===== src/design/pgcm_pkg.sv =====
package pgcm_pkg;

    localparam int PGCM_POS_W = 32;
    localparam int PGCM_COL_W = 24;
    localparam int PGCM_CNT_W = 7;

    localparam logic PGCM_CMD_LOAD = 1'b0;
    localparam logic PGCM_CMD_MAP  = 1'b1;

    localparam logic [1:0] PGCM_FMT_555 = 2'd0;
    localparam logic [1:0] PGCM_FMT_565 = 2'd1;
    localparam logic [1:0] PGCM_FMT_24  = 2'd2;
    localparam logic [1:0] PGCM_FMT_32  = 2'd3;

    localparam logic [2:0] REG_BORDER_MIN = 3'd0;
    localparam logic [2:0] REG_BORDER_MAX = 3'd1;
    localparam logic [2:0] REG_USER_MIN   = 3'd2;
    localparam logic [2:0] REG_USER_MAX   = 3'd3;
    localparam logic [2:0] REG_SPAN       = 3'd4;
    localparam logic [2:0] REG_LOW_COLOR  = 3'd5;
    localparam logic [2:0] REG_HIGH_COLOR = 3'd6;
    localparam logic [2:0] REG_FORMAT     = 3'd7;

    // Request to the shared multiply-divide unit: |a| * |b| / divisor, sign applied after.
    typedef struct packed {
        logic [31:0] mul_a;
        logic [31:0] mul_b;
        logic [31:0] divisor;
        logic        neg;
    } pgcm_md_req_t;

endpackage


===== src/design/pgcm_point_ram.sv =====
module pgcm_point_ram
    import pgcm_pkg::*;
#(
    parameter int DEPTH = 64,
    parameter int AW    = 6
) (
    input  logic                               aclk,
    input  logic                               we,
    input  logic [AW-1:0]                      waddr,
    input  logic [PGCM_COL_W+PGCM_POS_W-1:0]   wdata,
    input  logic [AW-1:0]                      raddr,
    output logic [PGCM_COL_W+PGCM_POS_W-1:0]   rdata
);

    logic [PGCM_COL_W+PGCM_POS_W-1:0] mem [DEPTH];

    always_ff @(posedge aclk) begin
        if (we) begin
            mem[waddr] <= wdata;
        end
        rdata <= mem[raddr];
    end

endmodule


===== config.mk =====
export PLATFORM = sky130hd
export DESIGN_NAME = pgcm_point_ram
export DESIGN_NICKNAME = d
export VERILOG_FILES = /design/src/design/pgcm_pkg.sv /design/src/design/pgcm_point_ram.sv
export SDC_FILE = /design/constraint.sdc
export NUM_CORES = 2
export LEC_CHECK = 0
export ABC_AREA = 1
export BUFFER_PORTS_ARGS = -buffer_cell sky130_fd_sc_hd__buf_4
export CAP_MARGIN = 20
export CORE_ASPECT_RATIO = 1.2
export CORE_MARGIN = 2
export CORE_UTILIZATION = 36
export CTS_CLUSTER_DIAMETER = 30
export DETAILED_ROUTE_END_ITERATION = 6
export PLACE_DENSITY_LB_ADDON = 0.3
export SYNTH_ARGS = -nofsm -noshare
export SYNTH_HDL_FRONTEND = slang
export SYNTH_SLANG_ARGS = --single-unit
export TNS_END_PERCENT = 5

===== constraint.sdc =====
create_clock -name aclk -period 7.3 [get_ports aclk]
set_clock_uncertainty 0.05 [all_clocks]
set_input_delay 0.73 -clock aclk [delete_from_list [all_inputs] [get_ports aclk]]
set_output_delay 0.73 -clock aclk [all_outputs]
set_load 0.05 [all_outputs]

==> flow_summary.toml <==
[power]
seqPwrFrac_pct = 43.0
power.switching_w = 0.0126
p_leak_nw = 60.3
clkPwrFrac_pct = 52.0
power.density_mw_per_mm2 = 316
p_int_w = 0.0415
comb_power_share_pct = 4.9
swShare_pct = 23.2
max-vdd-ir-drop_uv = 258

[clocking]
cts_hold_repair.buffers = 0
cts.repair.resized = 0
cts_buffer_depth = 4
cts.sinks = 3640
clk_latency_ns = 1.06
cts_setup_buffers = 0
cts_tree = "done"
clk_pin_slew_ns = 0.05
numCtsBuffers = 586
root_buffer = "clkbuf_16"
h-tree-depth = 6

[logic_synthesis]
synthTopCellsByCount = "3,956 x nand2_1, 3,584 x edfxtp_1, 3,321 x nand3_1"
ys_seq_elements = 3640
synth_ff_type = "edfxtp_1"
synth_cells = 11800
synth_most_common_cell = "nand2_1"
synth_top_area_share_pct = 74.7
synth_top_area_cell = "edfxtp_1"
netlist_area_mm2 = 0.144
synth_fp_nets = 11900
synth_edf_count = 3584
ys_warn_count = 0
seq_area_frac_synth_pct = 75.4
ys_async_sr_fraction_pct = 0
synth_area_leaders = "edfxtp_1 75%, nand3_1 12%, nand2_1 10%"
avgSynthCellArea_um2 = 12.2
ys_types = 14

[global_routing]
grt_pass1_wl_um = 667000
grt_util_all_layers_pct = 22.4
grt_max_degree = 175
grt_pass1_vias = 92100
grt.overflow.total = 0
antenna_found_initial = 27

[route]
via_per_inst = 5.46
vias = 96300
routedWlPerCell_um = 26.4
drc = 0
detail_route.wirelength_um = 467000
drtIter0Drc = 11900
drtPass1Iterations = 6
ant_nets = 0

[worst_setup_path]
critPathKind = "primary input to flip-flop"
critPathMaxFanout = 29
cp.arrival_ns = 3.93
startpoint = "waddr[1]"
r2r_start = "mem[33][12]$_DFFE_PP_"
cp.required_ns = 7.86
critPathCaptureType = "flip-flop"
startpoint_type = "primary input"
rr_worst_depth = 8

[die]
core_area_mm2 = 0.399
rows = 254
dieArea_mm2 = 0.406
boundaryPins = 126
die_w_um = 582
die_h_um = 697
start_util_pct = 36.1

[hold_path]
hp-class = "primary input to flip-flop"
hold_depth = 3
holdCritStartpoint = "raddr[5]"

[status]
status = "completed"

[timing]
setup-tns-final_ns = 0
period_needed_ns = 3.37
fin_crit_sh_pct = 46.2
final_hold_viol_count = 0
drv_slew = 0
rsz0062_at_grt = "no"
worst_pin_slew_ns = 1.19
timing.fmax_mhz = 297
slew_headroom_pct = 20.2
setup_viol_count_final = 0

[final_layout]
fillers = 35900
syn_to_final_growth_pct = 18.7
final_net_count = 12000
finish.instance_area_mm2 = 0.171
drive_above_1_share_pct = 10.8

[place]
globalplace.congestion = 0.799
dp_hpwl_um = 229000
postPlaceCellArea_mm2 = 0.151
port-buffer-count = 125

[job]
max_cap_violations = 0
-- cells by family (layout without fill, tap and decap cells) --
group	Yosys count	after routing	share of synthesized area (%)
other	0	9	0
AND/OR/NAND/NOR	7350	7350	22.1
buffers and inverters	797	1412	2.51
flip-flops	3640	3640	75.4
-- metrics by stage --
stage               utilization [%]  setup WS, ns  instances  hold WS [ns]  total power, W
floorplan                         -        0.0261      11800         0.671          0.0252
global placement               37.8          3.02      16600         0.719          0.0263
detailed placement             37.8          2.98      16600         0.733          0.0263
CTS                            42.9          4.07      17700        0.0378          0.0543
global route                   42.9          4.00      17700        0.0628          0.0555
finish                         42.9          3.93      17700         0.101          0.0541
-- worst paths after layout --
| kind | endpoint | slack [ns] |
|---|---|---|
| setup / recovery | mem[13][12]$_DFFE_PP_ | 3.93 |
| hold / removal | rdata[2]$_DFF_P_ | 0.10 |
| setup reg to reg | rdata[12]$_DFF_P_ | 5.55 |
| hold reg to reg | rdata[32]$_DFF_P_ | 0.71 |
-- worst max-delay path, cell delays in order --
cell	delay (ns)
buf_4	0.18
inv_1	0.25
nand4_1	0.72
nor2_4	1.13
buf_4	0.79
-- cell type report --
type | count | area, um2 | area share [%]
Timing Repair Buffer | 328 | 3230 | 1.89
Clock buffer | 663 | 15200 | 8.86
Inverter | 12 | 87.6 | 0.0512
Antenna cell | 9 | 22.5 | 0.0132
Clock inverter | 409 | 5020 | 2.93
Tap cell | 5248 | 6570 | 3.84
Sequential cell | 3640 | 109000 | 63.6
Multi-Input combinational cell | 7350 | 32300 | 18.9
-- metal layers --
metal | routed length (um) | share of wire [%] | GRT usage [%] | vias up
li1 | - | - | - | 42500
met1 | 186000 | 40 | 29.5 | 48600
met2 | 225000 | 48 | 37.0 | 4401
met3 | 36900 | 7.9 | 3.48 | 861
met4 | 19200 | 4.1 | 9.06 | 14
met5 | 95 | 0.020 | 0 | -
-- power groups by stage --
stage / clock (W) / sequential, W / combinational [W]
global placement: 0 / 0.0237 / 0.00265
floorplan: 0 / 0.0238 / 0.00139
detailed placement: 0 / 0.0237 / 0.00266
CTS: 0.0284 / 0.0233 / 0.00267
global route: 0.0293 / 0.0233 / 0.00290
finish: 0.0281 / 0.0233 / 0.00268
-- cells in the final DEF (no fill, tap or decap) --
cell type | netlist | final
nand2_1 | 3956 | 3956
edfxtp_1 | 3584 | 3584
nand3_1 | 3321 | 3321
clkbuf_16 | 0 | 591
buf_4 | 15 | 265
bufinv_16 | 0 | 72
clkinv_1 | 0 | 68
clkinv_2 | 0 | 67
clkbuf_1 | 233 | 62
clkinvlp_4 | 0 | 60
buf_12 | 0 | 57
nor2_4 | 0 | 56
dfxtp_1 | 56 | 56
inv_6 | 0 | 51
clkinv_4 | 0 | 44
clkinv_16 | 0 | 14
inv_16 | 0 | 14
clkinv_8 | 0 | 13
inv_8 | 0 | 12
clkbuf_8 | 0 | 10
diode_2 | 0 | 9
nand4_1 | 9 | 9
nor4_2 | 0 | 8
inv_1 | 8 | 6
buf_8 | 0 | 4
buf_16 | 0 | 1
buf_6 | 1 | 1
-- registers in the layout (all words and copies together), names as in the netlist --
signal,cells
mem,3584
rdata,56
Note: power is estimated with default switching activity, not from simulation.
