==> src/design/pgcm_pkg.sv <==
package pgcm_pkg;

    localparam int PGCM_POS_W = 32;
    localparam int PGCM_COL_W = 24;
    localparam int PGCM_CNT_W = 7;

    localparam logic PGCM_CMD_LOAD = 1'b0;
    localparam logic PGCM_CMD_MAP  = 1'b1;

    localparam logic [1:0] PGCM_FMT_555 = 2'd0;
    localparam logic [1:0] PGCM_FMT_565 = 2'd1;
    localparam logic [1:0] PGCM_FMT_24  = 2'd2;
    localparam logic [1:0] PGCM_FMT_32  = 2'd3;

    localparam logic [2:0] REG_BORDER_MIN = 3'd0;
    localparam logic [2:0] REG_BORDER_MAX = 3'd1;
    localparam logic [2:0] REG_USER_MIN   = 3'd2;
    localparam logic [2:0] REG_USER_MAX   = 3'd3;
    localparam logic [2:0] REG_SPAN       = 3'd4;
    localparam logic [2:0] REG_LOW_COLOR  = 3'd5;
    localparam logic [2:0] REG_HIGH_COLOR = 3'd6;
    localparam logic [2:0] REG_FORMAT     = 3'd7;

    // Request to the shared multiply-divide unit: |a| * |b| / divisor, sign applied after.
    typedef struct packed {
        logic [31:0] mul_a;
        logic [31:0] mul_b;
        logic [31:0] divisor;
        logic        neg;
    } pgcm_md_req_t;

endpackage

==> src/design/pgcm_mul_div.sv <==
module pgcm_mul_div
    import pgcm_pkg::*;
(
    input  logic         aclk,
    input  logic         aresetn,
    input  logic         start,
    input  pgcm_md_req_t req,
    output logic         done,
    output logic [31:0]  quot
);

    localparam int DIV_STEPS = 64;
    localparam int CW = $clog2(DIV_STEPS);

    typedef enum logic [1:0] {MD_IDLE, MD_MUL, MD_DIV} md_state_t;

    md_state_t     state_reg;
    logic [31:0]   a_reg, b_reg, div_reg;
    logic          neg_reg;
    logic [63:0]   dvd_reg;
    logic [32:0]   rem_reg;
    logic [CW-1:0] cnt_reg;
    logic          done_reg;

    logic [32:0] rem_sh;
    logic        ge;

    assign rem_sh = {rem_reg[31:0], dvd_reg[63]};
    assign ge     = rem_sh >= {1'b0, div_reg};

    always_ff @(posedge aclk) begin
        if (!aresetn) begin
            state_reg <= MD_IDLE;
            done_reg  <= 1'b0;
        end else begin
            done_reg <= 1'b0;
            unique case (state_reg)
                MD_IDLE: begin
                    if (start) begin
                        a_reg     <= req.mul_a;
                        b_reg     <= req.mul_b;
                        div_reg   <= req.divisor;
                        neg_reg   <= req.neg;
                        state_reg <= MD_MUL;
                    end
                end
                MD_MUL: begin
                    dvd_reg   <= a_reg * b_reg;
                    rem_reg   <= '0;
                    cnt_reg   <= '0;
                    state_reg <= MD_DIV;
                end
                MD_DIV: begin
                    rem_reg <= ge ? rem_sh - {1'b0, div_reg} : rem_sh;
                    dvd_reg <= {dvd_reg[62:0], ge};
                    cnt_reg <= cnt_reg + 1'b1;
                    if (cnt_reg == CW'(DIV_STEPS - 1)) begin
                        done_reg  <= 1'b1;
                        state_reg <= MD_IDLE;
                    end
                end
                default: state_reg <= MD_IDLE;
            endcase
        end
    end

    assign done = done_reg;
    assign quot = neg_reg ? (32'd0 - dvd_reg[31:0]) : dvd_reg[31:0];

endmodule

==> config.mk <==
export PLATFORM = sky130hd
export DESIGN_NAME = pgcm_mul_div
export DESIGN_NICKNAME = d
export VERILOG_FILES = /design/src/design/pgcm_pkg.sv /design/src/design/pgcm_mul_div.sv
export SDC_FILE = /design/constraint.sdc
export NUM_CORES = 2
export LEC_CHECK = 0
export ABC_AREA = 0
export ABC_CLOCK_PERIOD_IN_PS = 8420
export BUFFER_PORTS_ARGS = -buffer_cell sky130_fd_sc_hd__buf_2
export CORE_ASPECT_RATIO = 1.2
export CORE_MARGIN = 2
export CORE_UTILIZATION = 50
export DETAILED_ROUTE_END_ITERATION = 8
export PLACE_DENSITY_LB_ADDON = 0.3
export SLEW_MARGIN = 40
export SYNTH_ARGS = -nofsm -noshare
export SYNTH_HDL_FRONTEND = slang
export SYNTH_SLANG_ARGS = --single-unit
export TNS_END_PERCENT = 5
==> constraint.sdc <==
create_clock -name aclk -period 8.42 [get_ports aclk]
set_clock_uncertainty 0.1 [all_clocks]
set_input_delay 0.421 -clock aclk [delete_from_list [all_inputs] [get_ports aclk]]
set_output_delay 0.421 -clock aclk [all_outputs]
set_load 0.01 [all_outputs]
==> flow_summary.ini <==
[routing]
via_count_of_the_routed_design = 31000
drt_initial_violations = 1872
routed_wire_length_per_instance_um = 19.2
drtAntennaViolNets = 0
remaining_drc_errors = 0
wl_um = 111000
first_pass_drt_iterations = 7
via_per_inst = 5.39

[timing]
report.final.slew_viol_count = 0
timing.final.crit_share_pct = 96.4
finalHoldViolCount = 0
worst_tran_pin_value_ps = 886
fmax_mhz = 123
setup_viol = 0
grt_setup_unrepaired = false
max-slew-margin-rel_pct = 40.9
fin_crit_ps = 8120
totalNegativeSetupSlack_ps = 0

[clock_network]
cts_htree_levels = 1
clock_sink_count = 202
cts_inserted_buffers = 28
clk-insertion-delay-late_ps = 650
tritoncts = done
cts_buffer_depth = 3
clk_transition_reported_paths_ps = 60
root_buffer = sky130_fd_sc_hd__clkbuf_16

[placement]
io_buffers = 132
placement.cell_area_mm2 = 0.0449
gp_congestion = 0.913
place.detailed.hpwl_um = 91100

[yosys]
synth.lib_cells_used.distinct = 73
postSynthAreaPerCell_um2 = 9.62
mappedNetlistNets = 5759
netlist.top_cell.by_area = sky130_fd_sc_hd__fa_1
synth_seq_cells = 202
seq_area_frac_synth_pct = 14.1
post_synth_inst_count = 4462
post-synth-top-count-cell = sky130_fd_sc_hd__fa_1
synth-warning-count = 0
mapped_cell_area_mm2 = 0.0429
synthTopCellsByCount = sky130_fd_sc_hd__fa_1, sky130_fd_sc_hd__inv_1, sky130_fd_sc_hd__and2_1
postSynth.asyncResetShare_pct = 0
synth_edf_count = 199
yosys.area.top_type_share_pct = 41.8
synth_top_flop_cell = sky130_fd_sc_hd__edfxtp_1
synth.top_cells.by_area = sky130_fd_sc_hd__fa_1, sky130_fd_sc_hd__edfxtp_1, sky130_fd_sc_hd__and2_1, sky130_fd_sc_hd__ha_1, sky130_fd_sc_hd__inv_1

[cells_and_area]
final_layout_size_suffix_gt1_share_pct = 7.14
largest_register_ffs = 64
num-nets-final = 5896
flow.area_growth_from_synthesis_pct = 9.70
finalInstanceArea_mm2 = 0.0471
antenna_cells = 0

[critical_path]
type_of_the_worst_setup_path = reg -> reg
cpLargestDelayFamily = adder cells
worstSetupEndpointType = flip-flop
r2r_depth = 22
critical_path_depth = 22
cp.required_ps = 8660
cp_num_buf_inv = 3
cp_data_arrival_time_ps = 8360
cp_cell_sequence = buf_4, and2_1, fa_1, inv_1, fa_1, fa_1, fa_1, inv_1, ha_1, ha_1, fa_1, fa_1, ha_1, nand4_1, nor2_1, nand4_1, a41oi_2, a41oi_1, o21ai_2, a21boi_0, xor2_1, o21ai_0
cpPeakStageDelay_ps = 930
critPathMaxFanout = 19
critPathMostFrequentCell = sky130_fd_sc_hd__fa_1
critPathLaunchType = flip-flop
critPathSlowestCell = sky130_fd_sc_hd__edfxtp_1

[status]
run_status = complete, no violations

[worst_hold_path]
hold_path.class = in -> reg
hold_depth = 2

[grt]
grt_max_degree = 86
global_route.overflow_total = 0
first_pass_grt_wire_length_um = 179000
number_of_global_route_vias_before_repair = 33800
number_of_antenna_violations_at_the_first_check_in_global_routing = 0
global_route.usage.total_pct = 25.9

[die]
fp.dieArea_mm2 = 0.0882
placeableCoreArea_mm2 = 0.0849
floorplan.rows = 117
die_y_um = 325
num_io_pins = 133
die_width_um = 271
initial_util_pct = 50.6

[flow_run]
maxCapViolations = 0
## through the flow
stage | instances | setup slack [ps] | utilization (%) | hold WS (ps)
floorplan | 4462 | 1280 | - | 365
global placement | 5583 | 415 | 52.8 | 390
detailed placement | 5586 | 313 | 52.9 | 394
CTS | 5738 | 312 | 55.3 | 350
global route | 5751 | 42.8 | 55.5 | 384
finish | 5751 | 304 | 55.5 | 399
## path summary, 6_finish.rpt
kind / to / slack (ps) / startpoint
worst min register to register: dvd_reg[50] / 420 / dvd_reg[49]
worst max-delay path: dvd_reg[45] / 300 / a_reg[7]
worst min-delay path: div_reg[18] / 400 / req[19]
worst max register to register: dvd_reg[45] / 300 / a_reg[7]
## layout by cell type (no fill, tap or decap), drive strengths merged, types with 10 or more instances in the layout
cell and n:
nor3 15, o21bai 17, o21ai 120, o31ai 13, nor2b 11, buf 249
a21o 37, and2 600, inv 896, a31oi 17, and3 13, fa 897
a211oi 14, a21oi 106, ha 300, dlygate4sd3 100, clkbuf 32, nand4 24
nand3 28, nor2 89, xnor2 81, xor2 36, edfxtp 199, o21a 10
mux2i 22, nand2 564, nand2b 12, clkinv 10
## cell type report
class / instances / area, µm²
tap: 1130 / 1410
sequential: 202 / 6040
inverter: 893 / 3350
clock buffer: 32 / 716
timing repair buffer: 349 / 2630
multi-input combinational: 3125 / 32600
fill: 7514 / 37800
clock inverter: 20 / 295
## cells by family (layout without fill, tap and decap cells)
logic type	count (synthesis)	count (layout)	synth area share, %
AND/OR/NAND/NOR	1390	1390	16.4
adder cells (fa/ha/maj)	1197	1197	50.6
buffers and inverters	1135	1294	9.96
AO/OA/AOI/OAI	393	393	5.92
flip-flops	202	202	14.1
XOR/XNOR	117	117	2.39
multiplexers	28	28	0.670
## per-layer routing
metal | global-route usage [%] | up-vias | share of wire, %
li1 | - | 13800 | -
met1 | 29.3 | 16000 | 36
met2 | 47.7 | 869 | 54
met3 | 2.33 | 301 | 3.8
met4 | 14.3 | 0 | 6.3
met5 | 0 | - | 0
## timing repair
action                                 in CTS  in global routing
gates resized for setup                     0                  1
hold buffers                              100                  0
buffers inserted                            0                  3
setup endpoints to repair                   0                  6
endpoints found under the hold margin     100                  0
Power is left out: the tool's default activity adds up to more than one toggle a clock period on the data nets, which glitch-free logic cannot reach.
